<file path="config.mk">
export PLATFORM = sky130hd
export DESIGN_NAME = websocket_frame_unmasker
export DESIGN_NICKNAME = d
export VERILOG_FILES = /design/src/hdl/wfu_pkg.sv /design/src/hdl/websocket_frame_unmasker.sv /design/src/hdl/wfu_core.sv /design/src/hdl/wfu_out_stage.sv
export VERILOG_INCLUDE_DIRS = /design/src /design/src/hdl
export SDC_FILE = /design/constraint.sdc
export NUM_CORES = 1
export LEC_CHECK = 0
export ABC_AREA = 1
export BUFFER_PORTS_ARGS = -buffer_cell sky130_fd_sc_hd__buf_2
export CORE_ASPECT_RATIO = 1.5
export CORE_MARGIN = 3
export CORE_UTILIZATION = 50
export DETAILED_ROUTE_END_ITERATION = 8
export PLACE_DENSITY_LB_ADDON = 0.12
export REMOVE_ABC_BUFFERS = 1
export SKIP_LAST_GASP = 1
export SYNTH_ARGS = -nofsm -noshare
export SYNTH_HDL_FRONTEND = slang
export SYNTH_SLANG_ARGS = --single-unit
export TNS_END_PERCENT = 100
</file>
<file path="constraint.sdc">
create_clock -name aclk -period 4.9 [get_ports aclk]
set_input_delay 0.98 -clock aclk [delete_from_list [all_inputs] [get_ports aclk]]
set_output_delay 0.98 -clock aclk [all_outputs]
set_load 0.02 [all_outputs]
</file>
<file path="src/hdl/assert_macros.svh">
// Assertion macros shared by the frame unmasker RTL.
// No dependencies; included by the modules that check their own logic.
`ifndef ASSERT_MACROS_SVH
`define ASSERT_MACROS_SVH

// Same-cycle implication, disabled while in reset.
`define ASSERT_IMPL(label, clk, rstn, ante, cons, msg) \
    label: assert property (@(posedge clk) disable iff (!(rstn)) (ante) |-> (cons)) \
        else $error(msg);

// Next-cycle implication, disabled while in reset.
`define ASSERT_NEXT(label, clk, rstn, ante, cons, msg) \
    label: assert property (@(posedge clk) disable iff (!(rstn)) (ante) |=> (cons)) \
        else $error(msg);

`endif

</file>
<file path="src/hdl/wfu_pkg.sv">
// Types and constants for the frame unmasker.
// No dependencies; used by every module of the block.
package wfu_pkg;

    localparam logic [6:0] LEN_EXTENDED = 7'd126;

    typedef enum logic [3:0] {
        PH_HDR0    = 4'd0,
        PH_HDR1    = 4'd1,
        PH_EXT_HI  = 4'd2,
        PH_EXT_LO  = 4'd3,
        PH_MASK0   = 4'd4,
        PH_MASK1   = 4'd5,
        PH_MASK2   = 4'd6,
        PH_MASK3   = 4'd7,
        PH_PAYLOAD = 4'd8,
        PH_DONE    = 4'd9
    } phase_t;

    typedef struct packed {
        logic [7:0] data_byte;
        logic       buffer_end;
    } in_word_t;

    typedef struct packed {
        logic [7:0] payload_byte;
        logic       byte_valid;
        logic       message_last;
    } out_word_t;

    // Result of one accepted word, handed from the core to the output stage.
    typedef struct packed {
        logic      emit;
        out_word_t word;
    } result_t;

endpackage

</file>
<file path="src/hdl/websocket_frame_unmasker.sv">
// Payload bytes and end markers are registered: m_ is driven by the output register.
// Throughput: one word per cycle; the output register plus one skid entry hold results
// while m_ready is low, and s_ready drops only when the skid entry is occupied.
// Reset (aresetn low, synchronous) returns the parser to the first header byte and
// empties both output entries. Depends on wfu_pkg, wfu_core and wfu_out_stage.
module websocket_frame_unmasker (
    input  logic               aclk,
    input  logic               aresetn,
    input  logic               s_valid,
    output logic               s_ready,
    input  wfu_pkg::in_word_t  s_data,
    output logic               m_valid,
    input  logic               m_ready,
    output wfu_pkg::out_word_t m_data
);

    logic             accept;
    wfu_pkg::result_t result;

    assign accept = s_valid & s_ready;

    wfu_core u_core (
        .aclk    (aclk),
        .aresetn (aresetn),
        .accept  (accept),
        .in_word (s_data),
        .result  (result)
    );

    wfu_out_stage u_out (
        .aclk     (aclk),
        .aresetn  (aresetn),
        .accept   (accept),
        .result   (result),
        .in_ready (s_ready),
        .m_valid  (m_valid),
        .m_ready  (m_ready),
        .m_data   (m_data)
    );

endmodule

</file>
<file path="src/hdl/wfu_core.sv">
// Frame parser and unmask datapath: phase, length, mask, count and closed registers.
// Depends on wfu_pkg and assert_macros.svh.
`include "assert_macros.svh"

module wfu_core (
    input  logic              aclk,
    input  logic              aresetn,
    input  logic              accept,
    input  wfu_pkg::in_word_t in_word,
    output wfu_pkg::result_t  result
);

    wfu_pkg::phase_t phase_reg, phase_next;
    logic [15:0]     length_reg, length_next;
    logic [31:0]     mask_reg, mask_next;
    logic [15:0]     count_reg, count_next;
    logic            closed_reg, closed_next;

    logic            step_emit, step_last, step_valid;
    logic [7:0]      step_byte;
    logic [7:0]      mask_byte;
    logic [15:0]     count_inc;

    assign count_inc = count_reg + 16'd1;

    always_comb begin
        unique case (count_reg[1:0])
            2'd0:    mask_byte = mask_reg[31:24];
            2'd1:    mask_byte = mask_reg[23:16];
            2'd2:    mask_byte = mask_reg[15:8];
            default: mask_byte = mask_reg[7:0];
        endcase
    end

    // Next state of the frame walk.
    always_comb begin
        phase_next  = phase_reg;
        length_next = length_reg;
        mask_next   = mask_reg;
        count_next  = count_reg;
        closed_next = closed_reg;
        unique case (phase_reg)
            wfu_pkg::PH_HDR0: phase_next = wfu_pkg::PH_HDR1;
            wfu_pkg::PH_HDR1: begin
                if (in_word.data_byte[6:0] == wfu_pkg::LEN_EXTENDED) begin
                    phase_next = wfu_pkg::PH_EXT_HI;
                end else begin
                    length_next = {9'd0, in_word.data_byte[6:0]};
                    phase_next  = wfu_pkg::PH_MASK0;
                end
            end
            wfu_pkg::PH_EXT_HI: begin
                length_next = {in_word.data_byte, 8'd0};
                phase_next  = wfu_pkg::PH_EXT_LO;
            end
            wfu_pkg::PH_EXT_LO: begin
                length_next = {length_reg[15:8], in_word.data_byte};
                phase_next  = wfu_pkg::PH_MASK0;
            end
            wfu_pkg::PH_MASK0, wfu_pkg::PH_MASK1, wfu_pkg::PH_MASK2: begin
                mask_next  = {mask_reg[23:0], in_word.data_byte};
                phase_next = wfu_pkg::phase_t'(phase_reg + 4'd1);
            end
            wfu_pkg::PH_MASK3: begin
                mask_next = {mask_reg[23:0], in_word.data_byte};
                if (length_reg == 16'd0) begin
                    closed_next = 1'b1;
                    phase_next  = wfu_pkg::PH_DONE;
                end else begin
                    phase_next = wfu_pkg::PH_PAYLOAD;
                end
            end
            wfu_pkg::PH_PAYLOAD: begin
                count_next = count_inc;
                if (count_inc == length_reg) begin
                    closed_next = 1'b1;
                    phase_next  = wfu_pkg::PH_DONE;
                end
            end
            wfu_pkg::PH_DONE: phase_next = wfu_pkg::PH_DONE;
            default:          phase_next = wfu_pkg::PH_HDR0;
        endcase
        // Drop all frame state after the buffer's final word.
        if (in_word.buffer_end) begin
            phase_next  = wfu_pkg::PH_HDR0;
            length_next = 16'd0;
            mask_next   = 32'd0;
            count_next  = 16'd0;
            closed_next = 1'b0;
        end
    end

    // Result of the current word.
    always_comb begin
        step_emit  = 1'b0;
        step_last  = 1'b0;
        step_valid = 1'b0;
        step_byte  = 8'd0;
        unique case (phase_reg)
            wfu_pkg::PH_MASK3: begin
                if (length_reg == 16'd0) begin
                    step_emit = 1'b1;
                    step_last = 1'b1;
                end
            end
            wfu_pkg::PH_PAYLOAD: begin
                step_emit  = 1'b1;
                step_valid = 1'b1;
                step_byte  = in_word.data_byte ^ mask_byte;
                step_last  = (count_inc == length_reg);
            end
            default: step_emit = 1'b0;
        endcase
        result.emit              = step_emit
                                 | (in_word.buffer_end & ~closed_reg & ~step_last);
        result.word.payload_byte = step_byte;
        result.word.byte_valid   = step_valid;
        result.word.message_last = step_last | in_word.buffer_end;
    end

    always_ff @(posedge aclk) begin
        if (!aresetn) begin
            phase_reg  <= wfu_pkg::PH_HDR0;
            length_reg <= 16'd0;
            mask_reg   <= 32'd0;
            count_reg  <= 16'd0;
            closed_reg <= 1'b0;
        end else if (accept) begin
            phase_reg  <= phase_next;
            length_reg <= length_next;
            mask_reg   <= mask_next;
            count_reg  <= count_next;
            closed_reg <= closed_next;
        end
    end

    `ASSERT_NEXT(a_end_clears, aclk, aresetn, accept && in_word.buffer_end,
        phase_reg == wfu_pkg::PH_HDR0 && !closed_reg && count_reg == 16'd0,
        "frame state not cleared after buffer end")
    `ASSERT_IMPL(a_closed_done, aclk, aresetn, closed_reg,
        phase_reg == wfu_pkg::PH_DONE, "message closed outside done phase")
    `ASSERT_IMPL(a_count_bound, aclk, aresetn, phase_reg == wfu_pkg::PH_PAYLOAD,
        count_reg < length_reg, "payload count reached length while still in payload")

endmodule

</file>
<file path="src/hdl/wfu_out_stage.sv">
// Output register with a skid entry so the input side keeps flowing under stall.
// Depends on wfu_pkg and assert_macros.svh.
`include "assert_macros.svh"

module wfu_out_stage (
    input  logic               aclk,
    input  logic               aresetn,
    input  logic               accept,
    input  wfu_pkg::result_t   result,
    output logic               in_ready,
    output logic               m_valid,
    input  logic               m_ready,
    output wfu_pkg::out_word_t m_data
);

    logic               out_valid_reg, out_valid_next;
    logic               skid_valid_reg, skid_valid_next;
    wfu_pkg::out_word_t out_word_reg, out_word_next;
    wfu_pkg::out_word_t skid_word_reg, skid_word_next;
    logic               push, out_free;

    assign push     = accept & result.emit;
    assign out_free = ~out_valid_reg | m_ready;
    assign in_ready = ~skid_valid_reg;
    assign m_valid  = out_valid_reg;
    assign m_data   = out_word_reg;

    always_comb begin
        out_valid_next  = out_valid_reg;
        skid_valid_next = skid_valid_reg;
        out_word_next   = out_word_reg;
        skid_word_next  = skid_word_reg;
        if (out_free) begin
            // Advance the skid word first; a new word cannot arrive while it is held.
            if (skid_valid_reg) begin
                out_valid_next  = 1'b1;
                out_word_next   = skid_word_reg;
                skid_valid_next = 1'b0;
            end else begin
                out_valid_next = push;
                out_word_next  = result.word;
            end
        end else if (push) begin
            skid_valid_next = 1'b1;
            skid_word_next  = result.word;
        end
    end

    always_ff @(posedge aclk) begin
        if (!aresetn) begin
            out_valid_reg  <= 1'b0;
            skid_valid_reg <= 1'b0;
        end else begin
            out_valid_reg  <= out_valid_next;
            skid_valid_reg <= skid_valid_next;
        end
        out_word_reg  <= out_word_next;
        skid_word_reg <= skid_word_next;
    end

    `ASSERT_IMPL(a_skid_behind_out, aclk, aresetn, skid_valid_reg, out_valid_reg,
        "skid word held with empty output register")
    `ASSERT_IMPL(a_no_push_full, aclk, aresetn, skid_valid_reg, !accept,
        "word accepted while skid entry full")

endmodule

</file>
==> out/qor.txt <==
outcome: finished clean
Layout area overhead: 10.67%
fin crit period: 2.891 ns
GR Overflow Total: 0
Syn Inst Count: 699
htree depth: 3
final instance area: 5323 sq um
core area: 9308 sq um
Worst EP required: 5.18 ns
FMAX: 345.9 MHz
first-pass GRT wire length: 20590 microns
max FFs per register: 32
DR vias: 4618
post-synth top area cell: dfxtp_1
final core occ: 57.19%
Post-DP Area: 4974 sq um
I/O Buffers: 24
final setup TNS: 0 ns
final hold vios: 0
Antenna Violating Nets Remaining: 0
Clock Pin Slew Worst Setup and Hold Paths: 0.07 ns
starting density of the core: 51.67%
Max-Cap Viols: 0
CTS tree: done
drt first-iter violations: 290
hold_ws: 0.4688 ns
sequential cell fraction of total power: 45.3%
P per Cell Area: 336.8 nW/um^2
CTS Buffer Depth: 2
layout cells sized above 1: 8.263%
First-pass DRT Iterations: 5
RD Place Congestion: 0.8762
Seq/Total Area, Yosys: 42.04%
synthesized flop and latch total: 91
Slew Viols, Final: 0
skew final: 0.01124 ns
Setup Crit Path Kind: reg2reg
Clk pwr share: 44.5%
area of the die: 10860 sq um
drt via density: 5.591
IO Count: 25
CP Cell Sequence: ha_1, nand2_1, nor2_4, nand3_1, nand2_1, nand2_1, nand2_1, nand2_1, inv_1, nand2_1, nor2_1, nand3_2, nand2_2, nand2_2, nand2_1, nand2_1, nor2_1
postcts setup bufs: 0
maximum VDD drop: 0.2006 mV
internal power: 1349 uW
clock sink count: 91
Tot Pwr: 1792 uW
post_cts resized: 0
slowest stage delay, CP: 0.67 ns
Root Driver: clkbuf_16
combinational share of power: 10.2%
TritonCTS Buffers: 9
initial antenna violation count: 0
Setup Viol. Count Final: 0
Yosys Warn Count: 0
GRT Total Usage: 23.68%
Crit Path Max Fanout: 18
DR DRC count: 0
crit path launch type: flip-flop
Area contributors post-synth: dfxtp_1 30%, nand2_1 16%, edfxtp_1 12%
Final Cycle Share: 59.01%
latest clock arrival within the worst-skew pair: 0.34 ns
Slew HR: 48.72%
via count of the first global-routing pass: 4408
min-delay worst type: reg2reg
RSZ-0062 raised after global routing: no
Fill cells: 904
Slowest-stage cell, CP: ha_1
Die Wd: 86.08 microns
switching fraction of total power: 24.72%
Pleak: 0.002084 uW
WL per Instance: 15.03 microns
Die Span Y: 126.1 microns
Final #Nets: 730
Psw: 443.1 uW
CP endpoint kind: flip-flop
most used cell, CP: nand2_1
largest net degree at the start of global routing: 54
Total Wirelength: 12420 microns
Synth cell types: 32
Syn Area/Cell: 6.881 sq um
FP Rows: 43
Slew @ Worst Pin: 0.7663 ns
crit path DAT: 3.17 ns
antenna cells: 0
Post-DP HPWL: 9034 microns
hold buffers post-CTS: 0
Synth Cell Area: 4810 sq um
post-synth top area share: 29.55%
[cells in the mapped netlist]
cell and number:
buf_4 2, nor2_2 5, xnor2_1 1, buf_1 2
a211oi_1 3, nand3_1 69, ha_1 8, o21ai_0 32
edfxtp_1 20, a21oi_2 1, a21oi_1 75, nand4_2 1
a31oi_1 1, and2_0 1, buf_2 5, nor2_1 52
o31ai_1 1, nand4_1 19, a32oi_1 7, inv_2 1
nand2_1 211, nor4_1 3, o21bai_1 2, nand2_2 3
inv_1 74, nor3_1 1, clkbuf_1 19, dfxtp_1 71
nand3_2 1, o211ai_1 2, clkinv_1 2, nor2_4 4
[cells in the final DEF, fill, tap and decap left out, types with 4 or more instances in the layout]
master	count
nand2_1	211
a21oi_1	75
inv_1	74
dfxtp_1	71
nand3_1	69
nor2_1	52
o21ai_0	32
buf_2	24
edfxtp_1	20
nand4_1	19
clkbuf_16	9
ha_1	8
a32oi_1	7
nor2_2	5
nor2_4	4
[metrics by stage]
stage          setup slack, ns  instances
2_1_floorplan            1.439        671
3_3_place_gp             2.019        810
3_5_place_dp             1.878        810
4_1_cts                  2.054        826
5_1_grt                  1.651        826
6_report                 2.009        826
[power by group through the flow]
stage	combinational (uW)	clock, uW	sequential (uW)
6_report	182	797	813
5_1_grt	204	840	815
4_1_cts	182	810	813
3_5_place_dp	180	0	829
3_3_place_gp	179	0	828
2_1_floorplan	113	0	834
[layout make-up]
type | instances | area, sq um | share of cell area, %
Clock inverter | 7 | 123.9 | 2.327
Tap cell | 112 | 140.1 | 2.633
Clock buffer | 9 | 225.2 | 4.231
Multi-Input combinational cell | 503 | 2380 | 44.71
Inverter | 77 | 289.0 | 5.430
Timing Repair Buffer | 27 | 142.6 | 2.680
Sequential cell | 91 | 2022 | 37.99
[final timing paths]
check	startpoint	to	slack [ns]	cells past startpoint
worst max-delay path	u_core.count_reg[0]	u_core.phase_reg[3]	2.01	17
worst min-delay path	u_core.mask_reg[31]	u_core.mask_reg[31]	0.47	2
worst max register to register	u_core.count_reg[0]	u_core.phase_reg[3]	2.01	17
worst min register to register	u_core.mask_reg[31]	u_core.mask_reg[31]	0.47	2
[per-layer routing]
metal / routed length, microns / global-route usage (%) / vias to the layer above
met5: 0 / 0 / -
met4: 364 / 10.81 / 0
met3: 457 / 3.469 / 28
met2: 6608 / 42.66 / 130
met1: 4985 / 26.94 / 2134
li1: - / - / 2326
[worst max-delay path: cells and delay by family (launching register included)]
kind | cells | cell delay, ns
flip-flops | 1 | 0.46
adder cells (fa/ha/maj) | 1 | 0.67
AND/OR/NAND/NOR | 15 | 1.66
buffers and inverters | 1 | 0.04
[cells by family after synthesis]
group | share of synthesized area, %
XOR/XNOR | 0.1821
AND/OR/NAND/NOR | 33.25
adder cells (fa/ha/maj) | 2.081
buffers and inverters | 8.481
flip-flops | 42.04
AO/OA/AOI/OAI | 13.97
(Power assumes the default switching activity.)
